<file path="src/hw/rtl/psd_pkg.sv">
// Shared widths and handshake structs for the prime sum block.
package psd_pkg;

  localparam int COUNT_W   = 11;  // prime_count field
  localparam int SUM_W     = 24;  // prime_sum field
  localparam int CAND_W    = 16;  // holds the 4096th prime (38873)
  localparam int D_W       = 9;   // odd trial divisor, up to sqrt of the largest candidate
  localparam int SQ_W      = 17;  // square of the trial divisor, one step past the bound
  localparam int BIT_CNT_W = 5;   // counts the CAND_W dividend bits

  // Request to the serial remainder unit.
  typedef struct packed {
    logic              start;
    logic [CAND_W-1:0] dividend;
    logic [D_W-1:0]    divisor;
  } rem_req_t;

  // Status back from the serial remainder unit.
  typedef struct packed {
    logic busy;
    logic done;
    logic zero;
  } rem_rsp_t;

endpackage

</file>
<file path="src/hw/rtl/psd_if.sv">
// Valid/ready channel interfaces for the count input and the sum output.
interface psd_count_if;
  logic                         valid;
  logic                         ready;
  logic [psd_pkg::COUNT_W-1:0]  prime_count;

  modport source (output valid, output prime_count, input ready);
  modport sink   (input valid, input prime_count, output ready);
endinterface

interface psd_sum_if;
  logic                       valid;
  logic                       ready;
  logic [psd_pkg::SUM_W-1:0]  prime_sum;

  modport source (output valid, output prime_sum, input ready);
  modport sink   (input valid, input prime_sum, output ready);
endinterface

</file>
<file path="src/hw/rtl/psd_rem.sv">
// Bit-serial restoring remainder: one dividend bit per cycle.
module psd_rem (
  input  logic              clk_i,
  input  logic              rst_ni,
  input  psd_pkg::rem_req_t req_i,
  output psd_pkg::rem_rsp_t rsp_o
);

  logic                           busy_q;
  logic                           done_q;
  logic [psd_pkg::BIT_CNT_W-1:0]  cnt_q;
  logic [psd_pkg::CAND_W-1:0]     shf_q;
  logic [psd_pkg::D_W-1:0]        dvs_q;
  logic [psd_pkg::D_W-1:0]        rem_q;
  logic [psd_pkg::D_W-1:0]        rem_d;
  logic [psd_pkg::D_W:0]          trial;
  logic [psd_pkg::D_W:0]          diff;

  // remainder stays below the divisor, so trial < 2*divisor and diff fits D_W
  always_comb begin
    trial = {rem_q, shf_q[psd_pkg::CAND_W-1]};
    diff  = trial - {1'b0, dvs_q};
    rem_d = (trial >= {1'b0, dvs_q}) ? diff[psd_pkg::D_W-1:0] : trial[psd_pkg::D_W-1:0];
  end

  always_ff @(posedge clk_i or negedge rst_ni) begin
    if (!rst_ni) begin
      busy_q <= 1'b0;
      done_q <= 1'b0;
      cnt_q  <= '0;
    end else begin
      done_q <= 1'b0;
      if (req_i.start) begin
        busy_q <= 1'b1;
        cnt_q  <= '0;
      end else if (busy_q) begin
        cnt_q <= cnt_q + psd_pkg::BIT_CNT_W'(1);
        if (cnt_q == psd_pkg::BIT_CNT_W'(psd_pkg::CAND_W - 1)) begin
          busy_q <= 1'b0;
          done_q <= 1'b1;
        end
      end
    end
  end

  always_ff @(posedge clk_i) begin
    if (req_i.start) begin
      shf_q <= req_i.dividend;
      dvs_q <= req_i.divisor;
      rem_q <= '0;
    end else if (busy_q) begin
      shf_q <= {shf_q[psd_pkg::CAND_W-2:0], 1'b0};
      rem_q <= rem_d;
    end
  end

  assign rsp_o.busy = busy_q;
  assign rsp_o.done = done_q;
  assign rsp_o.zero = (rem_q == '0);

  a_done_after_busy: assert property (@(posedge clk_i) disable iff (!rst_ni)
    $fell(busy_q) |-> done_q)
    else $error("remainder done missing after busy ends");

  a_done_not_busy: assert property (@(posedge clk_i) disable iff (!rst_ni)
    done_q |-> !busy_q)
    else $error("remainder done while still busy");

  a_start_busy: assert property (@(posedge clk_i) disable iff (!rst_ni)
    req_i.start |=> busy_q && cnt_q == '0)
    else $error("remainder start did not launch");

endmodule

</file>
<file path="src/hw/rtl/prime_sum_trial_division.sv">
// Top level: sum of the first N primes found by bit-serial trial division.
//
// Usage:
//   cnt_i carries prime_count; a beat is taken when valid and ready are high.
//   sum_o carries prime_sum, one beat for each count beat, in order.
//   Counts above MAX_COUNT saturate; a count of 0 returns 0.
// Search:
//   Candidates are walked from 2. Each trial divisor costs one pass of the
//   bit-serial remainder unit over all CAND_W = 16 dividend bits, plus the
//   ST_LOOP bound check; even candidates are rejected in ST_TEST. Run time
//   grows with the number of divisor trials and with the last candidate, and
//   the remainder unit dominates it.
// Throughput:
//   One count at a time; cnt_i.ready is high only while idle. A new count
//   is taken while the previous sum still waits in the output register.
// Stall:
//   If sum_o is stalled when the next sum is ready, the block waits with it.
// Reset:
//   rst_ni (async, active low) clears the sequencer and the output valid.
module prime_sum_trial_division #(
  parameter int MAX_COUNT = 1024
) (
  input  logic                clk_i,
  input  logic                rst_ni,
  psd_count_if.sink           cnt_i,
  psd_sum_if.source           sum_o
);

  localparam int CNT_W = $clog2(MAX_COUNT + 1);
  localparam int CMP_W = (CNT_W > psd_pkg::COUNT_W) ? CNT_W : psd_pkg::COUNT_W;

  // sequencer codes
  localparam logic [2:0] ST_IDLE = 3'd0;  // waiting for a count
  localparam logic [2:0] ST_TEST = 3'd1;  // done check, trivial cases
  localparam logic [2:0] ST_LOOP = 3'd2;  // bound check, launch a trial
  localparam logic [2:0] ST_DIV  = 3'd3;  // remainder in progress
  localparam logic [2:0] ST_DONE = 3'd4;  // hand sum to the output register

  logic [2:0]                  state_q, state_d;
  logic [CNT_W-1:0]            want_q, want_d;
  logic [CNT_W-1:0]            found_q, found_d;
  logic [psd_pkg::CAND_W-1:0]  cand_q, cand_d;
  logic [psd_pkg::D_W-1:0]     d_q, d_d;
  logic [psd_pkg::SQ_W-1:0]    sq_q, sq_d;
  logic [psd_pkg::SUM_W-1:0]   sum_q, sum_d;
  logic                        out_vld_q, out_vld_d;
  logic [psd_pkg::SUM_W-1:0]   out_sum_q, out_sum_d;

  logic [CMP_W-1:0]            cnt_ext;
  logic                        is_prime;
  logic                        not_prime;
  psd_pkg::rem_req_t           rem_req;
  psd_pkg::rem_rsp_t           rem_rsp;

  psd_rem u_rem (
    .clk_i  (clk_i),
    .rst_ni (rst_ni),
    .req_i  (rem_req),
    .rsp_o  (rem_rsp)
  );

  assign cnt_i.ready     = (state_q == ST_IDLE);
  assign sum_o.valid     = out_vld_q;
  assign sum_o.prime_sum = out_sum_q;
  assign cnt_ext         = CMP_W'(cnt_i.prime_count);

  always_comb begin
    state_d   = state_q;
    want_d    = want_q;
    found_d   = found_q;
    cand_d    = cand_q;
    d_d       = d_q;
    sq_d      = sq_q;
    sum_d     = sum_q;
    out_vld_d = out_vld_q;
    out_sum_d = out_sum_q;
    is_prime  = 1'b0;
    not_prime = 1'b0;

    rem_req.start    = 1'b0;
    rem_req.dividend = cand_q;
    rem_req.divisor  = d_q;

    if (out_vld_q && sum_o.ready) begin
      out_vld_d = 1'b0;
    end

    case (state_q)
      ST_IDLE: begin
        if (cnt_i.valid) begin
          // saturate the count at MAX_COUNT
          want_d  = (cnt_ext > CMP_W'(MAX_COUNT)) ? CNT_W'(MAX_COUNT) : CNT_W'(cnt_ext);
          found_d = '0;
          cand_d  = psd_pkg::CAND_W'(2);
          sum_d   = '0;
          state_d = ST_TEST;
        end
      end
      ST_TEST: begin
        if (found_q == want_q) begin
          state_d = ST_DONE;
        end else if (cand_q == psd_pkg::CAND_W'(2)) begin
          is_prime = 1'b1;
        end else if (!cand_q[0]) begin
          not_prime = 1'b1;
        end else begin
          d_d     = psd_pkg::D_W'(3);
          sq_d    = psd_pkg::SQ_W'(9);
          state_d = ST_LOOP;
        end
      end
      ST_LOOP: begin
        if (sq_q > psd_pkg::SQ_W'(cand_q)) begin
          is_prime = 1'b1;
        end else begin
          rem_req.start = 1'b1;
          state_d       = ST_DIV;
        end
      end
      ST_DIV: begin
        if (rem_rsp.done) begin
          if (rem_rsp.zero) begin
            not_prime = 1'b1;
          end else begin
            // (d+2)^2 = d^2 + 4d + 4
            sq_d    = sq_q + psd_pkg::SQ_W'({d_q, 2'b00}) + psd_pkg::SQ_W'(4);
            d_d     = d_q + psd_pkg::D_W'(2);
            state_d = ST_LOOP;
          end
        end
      end
      ST_DONE: begin
        if (!out_vld_q || sum_o.ready) begin
          out_vld_d = 1'b1;
          out_sum_d = sum_q;
          state_d   = ST_IDLE;
        end
      end
      default: begin
        state_d = ST_IDLE;
      end
    endcase

    if (is_prime) begin
      sum_d   = sum_q + psd_pkg::SUM_W'(cand_q);
      found_d = found_q + CNT_W'(1);
    end
    if (is_prime || not_prime) begin
      cand_d  = cand_q + psd_pkg::CAND_W'(1);
      state_d = ST_TEST;
    end
  end

  always_ff @(posedge clk_i or negedge rst_ni) begin
    if (!rst_ni) begin
      state_q   <= ST_IDLE;
      out_vld_q <= 1'b0;
      found_q   <= '0;
      want_q    <= '0;
    end else begin
      state_q   <= state_d;
      out_vld_q <= out_vld_d;
      found_q   <= found_d;
      want_q    <= want_d;
    end
  end

  always_ff @(posedge clk_i) begin
    cand_q    <= cand_d;
    d_q       <= d_d;
    sq_q      <= sq_d;
    sum_q     <= sum_d;
    out_sum_q <= out_sum_d;
  end

  a_found_bound: assert property (@(posedge clk_i) disable iff (!rst_ni)
    (state_q != ST_IDLE) |-> (found_q <= want_q))
    else $error("found count passed the requested count");

  a_start_idle_unit: assert property (@(posedge clk_i) disable iff (!rst_ni)
    rem_req.start |-> (state_q == ST_LOOP) && !rem_rsp.busy)
    else $error("remainder launched out of turn");

  a_odd_trial: assert property (@(posedge clk_i) disable iff (!rst_ni)
    (state_q == ST_DIV) |-> d_q[0] && cand_q[0])
    else $error("trial with even divisor or candidate");

  a_accept_test: assert property (@(posedge clk_i) disable iff (!rst_ni)
    (cnt_i.valid && cnt_i.ready) |=> (state_q == ST_TEST) && (found_q == '0))
    else $error("count beat did not start a search");

  a_done_loads: assert property (@(posedge clk_i) disable iff (!rst_ni)
    (state_q == ST_DONE && state_d == ST_IDLE) |=> out_vld_q)
    else $error("sum not presented after search");

endmodule
</file>
<file path="src/flat_wrapper.sv">
// flat-port wrapper written by rule: the top's interface ports become plain ports
module prime_sum_trial_division_flat 
#(
  parameter int MAX_COUNT = 1024
)
  (clk_i, rst_ni, cnt_i_valid, cnt_i_prime_count, cnt_i_ready, sum_o_valid, sum_o_prime_sum, sum_o_ready);
  psd_count_if cnt_i_i ();
  psd_sum_if sum_o_i ();
  input  logic clk_i;
  input  logic rst_ni;
  input wire logic [$bits(cnt_i_i.valid)-1:0] cnt_i_valid;
  input wire logic [$bits(cnt_i_i.prime_count)-1:0] cnt_i_prime_count;
  output wire logic [$bits(cnt_i_i.ready)-1:0] cnt_i_ready;
  output wire logic [$bits(sum_o_i.valid)-1:0] sum_o_valid;
  output wire logic [$bits(sum_o_i.prime_sum)-1:0] sum_o_prime_sum;
  input wire logic [$bits(sum_o_i.ready)-1:0] sum_o_ready;
  assign cnt_i_i.valid = cnt_i_valid;
  assign cnt_i_i.prime_count = cnt_i_prime_count;
  assign cnt_i_ready = cnt_i_i.ready;
  assign sum_o_valid = sum_o_i.valid;
  assign sum_o_prime_sum = sum_o_i.prime_sum;
  assign sum_o_i.ready = sum_o_ready;
  prime_sum_trial_division #(.MAX_COUNT(MAX_COUNT)) u_core (.clk_i(clk_i), .rst_ni(rst_ni), .cnt_i(cnt_i_i), .sum_o(sum_o_i));
endmodule
</file>
<file path="config.mk">
export PLATFORM = sky130hd
export DESIGN_NAME = prime_sum_trial_division_flat
export DESIGN_NICKNAME = d
export VERILOG_FILES = /design/src/hw/rtl/psd_pkg.sv /design/src/hw/rtl/psd_if.sv /design/src/hw/rtl/psd_rem.sv /design/src/hw/rtl/prime_sum_trial_division.sv /design/src/flat_wrapper.sv
export SDC_FILE = /design/constraint.sdc
export NUM_CORES = 1
export LEC_CHECK = 0
export BUFFER_PORTS_ARGS = -buffer_cell sky130_fd_sc_hd__buf_4
export CORE_MARGIN = 2
export CORE_UTILIZATION = 62
export CTS_CLUSTER_SIZE = 16
export DETAILED_ROUTE_END_ITERATION = 10
export GPL_TIMING_DRIVEN = 0
export PLACE_DENSITY = 0.91
export RECOVER_POWER = 25
export SLEW_MARGIN = 5
export SYNTH_ARGS = -nofsm -noshare
export SYNTH_HDL_FRONTEND = slang
export SYNTH_HIERARCHICAL = 1
export SYNTH_SLANG_ARGS = --single-unit
</file>
<file path="constraint.sdc">
create_clock -name clk_i -period 4.65 [get_ports clk_i]
set_clock_uncertainty 0.2 [all_clocks]
set_input_delay 0.465 -clock clk_i [delete_from_list [all_inputs] [get_ports clk_i]]
set_output_delay 0.465 -clock clk_i [all_outputs]
set_load 0.005 [all_outputs]
</file>
* Word level (Yosys, flattened, before mapping)
Index checks and enable logic that the tools add are counted.
W data, S select, Z words.
** Storage, ports and cells
- Register bits :: 157
- Latch bits :: 0
- RAM bits :: 0
- ROM bits :: 0
- Input port bits :: 15
- Output and inout port bits :: 26
- Word-level logic and storage cells :: 121
- Memories kept :: 0
** Cells by class
- Add/subtract/negate cells :: 8
- Multiply operators :: 0
- Divide/modulo/power cells :: 0
- Magnitude comparators :: 3
- Equality and inequality tests :: 19
- Shift operators :: 0
- Multiplexer cells :: 58
- Bitwise logic cells :: 0
- Reductions and logical operators :: 18
** Operators by type and width (number)
- $mux W17 :: 5
- $mux W16 :: 5
- $mux W24 :: 3
- $mux W9 :: 6
- $mux W11 :: 4
- $pmux W17 S2 :: 1
- $mux W3 :: 9
- $add A24 B16 Y24 :: 1
- $mux W1 :: 19
- $pmux W9 S2 :: 1
- $add A17 B11 Y17 :: 1
- $add A17 B3 Y17 const B :: 1
- $gt A17 B16 Y1 :: 1
- $add A16 B1 Y16 const B :: 1
- $eq A16 B2 Y1 const B :: 1
- $pmux W3 S5 :: 1
- $reduce_bool A2 Y1 :: 6
- $add A11 B1 Y11 const B :: 1
- $eq A11 B11 Y1 :: 1
- $gt A11 B11 Y1 const B :: 1
- $ge A10 B9 Y1 :: 1
- $mux W5 :: 2
- $add A9 B2 Y9 const B :: 1
- $logic_not A9 Y1 :: 1
- 21 further kinds :: 32

* Depth between registers and ports, before layout
Gate-level depths: netlist of run 1.
- Word-level depth :: 7
- Depth in mapped cells :: 12
- Gate-level depth less buffers :: 10

* Hierarchy
The synthesis of run 1 kept the hierarchy.
** Modules (own cells, without submodules)
- prime_sum_trial_division :: times used 1, cells an instance 619, area each 6540.0 um2, seq. area each 3233.1 um2
- psd_rem :: times used 1, cells an instance 189, area each 2182.1 um2, seq. area each 1106.1 um2

* Worst setup path after synthesis of run 1
OpenSTA, ideal clock, no wires.
- Path kind :: register -> register
- Start :: register u_core/cand_q[7] (netlist name)
- End :: register u_core/u_rem/shf_q[0] (netlist name) (enable)
- Setup time :: 0.334 ns
- Data arrival time :: 3.014 ns
- Data required time :: 4.116 ns
- Slack :: 1.102 ns
- Stages on the path, launching flop included :: 12
- Buffers on the path :: 3
- Clock period less this slack :: 3.548 ns
- Path through :: edfxtp_1 > clkbuf_1 > inv_1 > ha_1 > a41o_1 > a21oi_1 > o32a_1 > nand3_1 > a21oi_1 > clkbuf_1 > clkbuf_1 > or2_2
** RTL lines
- start, declared :: line prime_sum_trial_division.sv:42 : logic [psd_pkg::CAND_W-1:0] cand_q, cand_d;
- start signal, assigned :: line prime_sum_trial_division.sv:169 : cand_q <= cand_d;
- end signal, assigned :: line psd_rem.sv:48 : shf_q <= req_i.dividend;
- end signal, assigned :: line psd_rem.sv:52 : shf_q <= {shf_q[psd_pkg::CAND_W-2:0], 1'b0};
- end, declared :: line psd_rem.sv:12 : logic [psd_pkg::CAND_W-1:0] shf_q;

==> results of run 1 <==
how the worst max path moves through the flow:
stage | from | to | slack [ns] | depth (start not counted)
finish | u_core/cand_q[14] | u_core/u_rem/shf_q[3] | 0.35 | 9
global route | u_core/cand_q[14] | u_core/u_rem/shf_q[14] | 0.17 | 9
CTS | u_core/cand_q[14] | u_core/u_rem/shf_q[7] | 0.18 | 9
detailed placement | u_core/cand_q[14] | u_core/u_rem/shf_q[10] | 0.25 | 9
global placement | u_core/cand_q[14] | u_core/u_rem/shf_q[10] | 0.38 | 9
floorplan | u_core/cand_q[7] | u_core/u_rem/shf_q[0] | 1.10 | 11
cell type report:
| cell class | instances | area [sq um] | share of cell area, % |
|---|---|---|---|
| flip-flops and latches | 153 | 4339 | 43.95 |
| multi-input cells | 589 | 4119 | 41.72 |
| clock buffers | 18 | 429.2 | 4.347 |
| repair buffers | 43 | 345.3 | 3.498 |
| well taps | 180 | 225.2 | 2.281 |
| inverters | 42 | 157.7 | 1.597 |
| clock inverters | 14 | 148.9 | 1.508 |
| plain buffers | 23 | 108.9 | 1.103 |
power by group:
part           switching, W  internal [W]
clock network      0.000554      0.000792
logic               0.00219       0.00155
registers          0.000543       0.00223
total               0.00328       0.00457
layer usage:
layer	global-route usage (%)	up-vias	routed length, um
met4	13.15	0	608
met1	35.54	3204	8056
li1	-	3089	-
met2	44.58	274	9332
met3	5.344	56	1212
met5	0	-	0
worst max-delay path, stage by stage (launching register included):
cell and delay, ns:
edfxtp_1 0.50, inv_1 0.12, ha_1 0.36, a21o_1 0.18, a211oi_1 0.63, nand3_1 0.19, a21oi_2 0.48, clkbuf_1 0.33
clkbuf_1 0.51, or2_2 0.45
placed cells by master (no fill, tap or decap), drive strengths merged, types with 6 or more instances in the layout:
cell type and n:
edfxtp 111, nor2 91, ha 61, nand2 49, clkbuf 46, inv 45, a21oi 40, buf 37
dfrtp 33, o21ai 32, xor2 31, xnor2 30, nand3 26, nand2b 21, nor3 18, mux2 16
a21o 15, a211oi 15, and3 13, nand4 10, nor2b 10, nor4 9, dfxtp 9, or3 8
o211ai 8, nor3b 7, mux2i 7, clkinv 7, and2 6, a211o 6, a31oi 6, a311oi 6
through the flow:
step,util [%],setup slack [ns]
finish,71.41,0.3502
global route,71.41,0.1665
CTS,71.43,0.1824
detailed placement,67.18,0.2509
global placement,66.83,0.3757
floorplan,-,1.102
flip-flops by register name (all words and copies together), names as in the netlist, 3 cells and up:
name                    cells
u_core/found_q             11
u_core/state_q              3
u_core/u_rem/dvs_q          9
u_core/want_q              11
u_core/d_q                  8
u_core/u_rem/rem_q          9
u_core/sum_o.prime_sum     24
u_core/cand_q              16
u_core/sq_q                14
u_core/sum_q               24
u_core/u_rem/cnt_q          5
u_core/u_rem/shf_q         16
what timing repair did:
item | 4_1_cts | 5_1_grt
resized for setup | 0 | 1
hold buffers | 1 | 0
endpoints found under the setup margin | 0 | 16
hold endpoints to repair | 33 | 0
==> flow_summary.yaml, run 1 <==
run_status:
  status: "complete, but fails checks"
  failed_checks: "capacitance limit, slew limit"
synth:
  synth_area_per_cell_sq_um: 10.80
  syn_inst: 807
  synth_area_sq_um: 8715
  synth_nets: 886
  ys_warn_count: 6
pwr:
  power_w: 0.007851
  ir_worst_vdd_v: 0.0003575
  powerDensity_nw_per_um2: 795.2
  power.static_leakage_nw: 4.065
clock_tree:
  cts_tree: "yes"
  clk_latency_ns: 0.43
  htreeDepth: 4
  cts.path.max_buffers: 2
  cts-root-buf: "clkbuf_16"
  cts_setup_buffers: 0
  clock_sinks: 153
  clkSlewWorstSetupHoldPaths_ns: 0.06
  cts_buffers: 17
detailed_routing:
  drc: 0
  dr.pass1.iters: 6
  detail_route.wl_per_cell_um: 18.09
  final_antenna_net_count: 0
  totalWireLength_mm: 19.21
  vias_per_cell: 6.236
  drt_iter0_markers: 840
  vias: 6623
placement:
  gp_congestion: 0.8912
  place_inst: 1029
  io_buffers: 40
  place_area_sq_um: 9289
  dpl.hpwl_mm: 13.40
grt:
  grt_use_total_pct: 27.45
  first_global_vias: 6461
  overflow: 0
  grt_max_degree: 34
  grt_antenna_before_repair: 0
  grt_first_pass_wirelength_mm: 31.54
layout:
  final_cell_count_no_fill: 1062
  nets: 948
  antenna_cells: 0
  syn_to_final_growth_pct: 13.30
  drive_gt1_share_pct: 12.59
  fin_area_sq_um: 9873
  fill_cells: 898
timing:
  whs_ns: 0.06323
  worst_slew_pin_slew_ns: 1.761
  setup_tns_ns: 0
  fin_crit_ns: 4.300
  setup_violations: 0
  fmaxAchievable_mhz: 232.6
  rsz0062_at_grt: "false"
  relSlewSlack_pct: -17.40
  hold_violations: 0
  slew_viol_final: 34
  period_share_pct: 92.47
run:
  maxCapViolations: 1
die:
  fp.dieH_um: 122.6
  die_area_sq_um: 15020
  rows: 43
  coreArea_sq_um: 13830
  initial_utilization_pct: 63.03
  io_pins: 41
  die_w_um: 122.6
setup_path:
  ff2ff_path_depth: 9
  crit_type: "flip-flop to flip-flop"
  r2r-end: "u_core/u_rem/shf_q[3]"
  cp-end-kind: "flip-flop"
  rr_startpoint: "u_core/cand_q[14]"
  worstPathRequired_ns: 4.54
  critical_path_arrival_ns: 4.19
  worst_setup_path_start_kind: "flip-flop"
  crit_fanout: 16
  r2r_setup_slack_ns: 0.35
hold_path:
  worstHoldPathType: "input port to flip-flop"
  min_from: "cnt_i_prime_count[6]"
  min_to: "u_core/want_q[6]"
  hold_depth: 2
Note: power is estimated with default switching activity, not from simulation.
==> run 2, diff against run 1 <==
CORE_UTILIZATION = 55   (was 62)
PLACE_DENSITY = 0.84   (was 0.91)
SLEW_MARGIN = not set   (was 5)
==> run 2 against run 1 <==
The run still ends with capacitance limit, slew limit left. Combinational power down 2%. Die area up 12%. Global-route usage down 4.8 points. Register-to-register slack better by 0.09 ns. Sequential share of layout area down 0.13 points. Critical path type unchanged. Highest routed layer unchanged.
==> flow_summary.yaml, run 2 (same netlist as run 1, synthesis figures left out) <==
run_status:
  status: "complete, but fails checks"
  failed_checks: "capacitance limit, slew limit"
setup_path:
  path_cells: "inv_1 > ha_1 > a21o_1 > a211oi_1 > nand3_1 > a21oi_2 > clkbuf_1 > clkbuf_1 > or2_2"
  cpMostUsedCell: "clkbuf_1"
  cp-end-kind: "flip-flop"
  crit_start: "u_core/cand_q[14]"
  r2r-end: "u_core/u_rem/shf_q[12]"
  crit_slowest_cell: "a211oi_1"
  critPathBufInv: 3
  crit_type: "flip-flop to flip-flop"
  worstPathRequired_ns: 4.54
  r2r_setup_slack_ns: 0.44
  rr_startpoint: "u_core/cand_q[14]"
  ff2ff_path_depth: 9
  slowest_delay_ns: 0.54
  critical_path_arrival_ns: 4.10
  path_depth: 9
  critPathCapture: "u_core/u_rem/shf_q[12]"
  crit_family: "compound AO/OA/AOI/OAI gates"
  crit_fanout: 16
  worst_setup_path_start_kind: "flip-flop"
placement:
  io_buffers: 40
  dpl.hpwl_mm: 12.86
  gp_congestion: 0.8611
grt:
  grt_first_pass_wirelength_mm: 29.97
  grt_max_degree: 34
  grt_antenna_before_repair: 0
  overflow: 0
  first_global_vias: 6084
  grt_use_total_pct: 22.60
pwr:
  ir_worst_vdd_v: 0.0004679
  switching_share_pct: 41.22
  seqPwrFrac_pct: 35.5
  p_int_w: 0.004550
  pwr-share-comb_pct: 47.3
  clkPwrFrac_pct: 17.2
  power.static_leakage_nw: 4.063
  power_switching_w: 0.003191
  powerDensity_nw_per_um2: 781.8
timing:
  period_share_pct: 90.49
  setup_violations: 0
  setup_tns_ns: 0
  rsz0062_at_grt: "false"
  worst_slew_pin_slew_ns: 1.719
  fin_crit_ns: 4.208
  fmaxAchievable_mhz: 237.6
  hold_violations: 0
  relSlewSlack_pct: -14.59
  slew_viol_final: 34
clock_tree:
  clock_sinks: 153
  clkSlewWorstSetupHoldPaths_ns: 0.06
  cts_buffers: 17
  cts-root-buf: "clkbuf_16"
  cts.path.max_buffers: 2
  cts_setup_buffers: 0
  clk_latency_ns: 0.43
  cts_tree: "yes"
  htreeDepth: 4
detailed_routing:
  final_antenna_net_count: 0
  vias_per_cell: 5.902
  vias: 6475
  dr.pass1.iters: 5
  drc: 0
  totalWireLength_mm: 18.12
  detail_route.wl_per_cell_um: 16.52
  drt_iter0_markers: 623
hold_path:
  worstHoldPathType: "input port to flip-flop"
layout:
  syn_to_final_growth_pct: 13.63
  final_util_pct: 63.25
  antenna_cells: 0
  nets: 948
  layout_commonest_cell: "edfxtp_1"
  drive_gt1_share_pct: 12.60
  layout_common_cells: "edfxtp_1 (111), nor2_1 (89), ha_1 (61)"
die:
  coreArea_sq_um: 15660
  fp.dieH_um: 129.9
  initial_utilization_pct: 55.67
  die_area_sq_um: 16870
  rows: 46
  io_pins: 41
  die_w_um: 129.9
run:
  maxCapViolations: 1
==> run 2: changes by cell type in the layout (fill, tap and decap cells not counted), sizes merged <==
| cell | before | now |
|---|---|---|
| clkinv | 7 | 6 |
| inv | 45 | 44 |
| clkbuf | 46 | 47 |
==> run 2: final cells by class <==
class,count,area [sq um]
sequential,153,4339
buffer,23,108.9
clock inverter,12,125.1
tap,216,270.3
multi-input combinational,589,4119
fill,1187,5753
clock buffer,19,432.9
inverter,42,157.7
timing repair buffer,43,349.1
==> run 2: worst min-delay path by stage <==
stage / from / endpoint / slack (ns) / cells after the start
6_report: cnt_i_prime_count[5] / u_core/want_q[5] / 0.06 / 2
5_1_grt: cnt_i_prime_count[4] / u_core/want_q[4] / 0.08 / 2
3_3_place_gp: rst_ni / u_core/want_q[8] / 0.23 / 1
2_1_floorplan: rst_ni / u_core/found_q[0] / -0.03 / 0
3_5_place_dp: rst_ni / u_core/want_q[4] / 0.22 / 1
4_1_cts: cnt_i_prime_count[5] / u_core/want_q[5] / 0.05 / 2
==> run 2: power by group through the flow <==
stage	combinational [W]	sequential, W	clock, W
floorplan	0.00285	0.00255	0
global placement	0.00340	0.00273	0
detailed placement	0.00357	0.00275	0
CTS	0.00362	0.00273	0.00134
global route	0.00409	0.00281	0.00140
finish	0.00366	0.00275	0.00133
==> run 2: timing repair <==
| item | CTS | global route |
|---|---|---|
| resized for setup | 0 | 1 |
| hold buffers | 1 | 0 |
| setup endpoints to repair | 0 | 16 |
| endpoints found under the hold margin | 33 | 0 |
==> run 2: per-layer routing <==
metal	track usage [%]	part of all wire (%)	vias up
li1	-	-	3085
met1	31.16	45	3132
met2	36.50	48	228
met3	4.141	5.9	30
met4	7.337	1.5	0
met5	0	0	-
==> run 2: stage by stage <==
step	hold slack (ns)	total power, W	area [sq um]	std cells	setup slack (ns)
after global placement	0.2297	0.006125	9285	1063	0.3582
after CTS	0.05084	0.007698	9902	1097	0.2500
after detailed placement	0.2236	0.006325	9334	1065	0.2656
after floorplan	-0.03059	0.005399	8715	807	1.102
final	0.05962	0.007741	9902	1097	0.4420
after global routing	0.07802	0.008301	9902	1097	0.1679
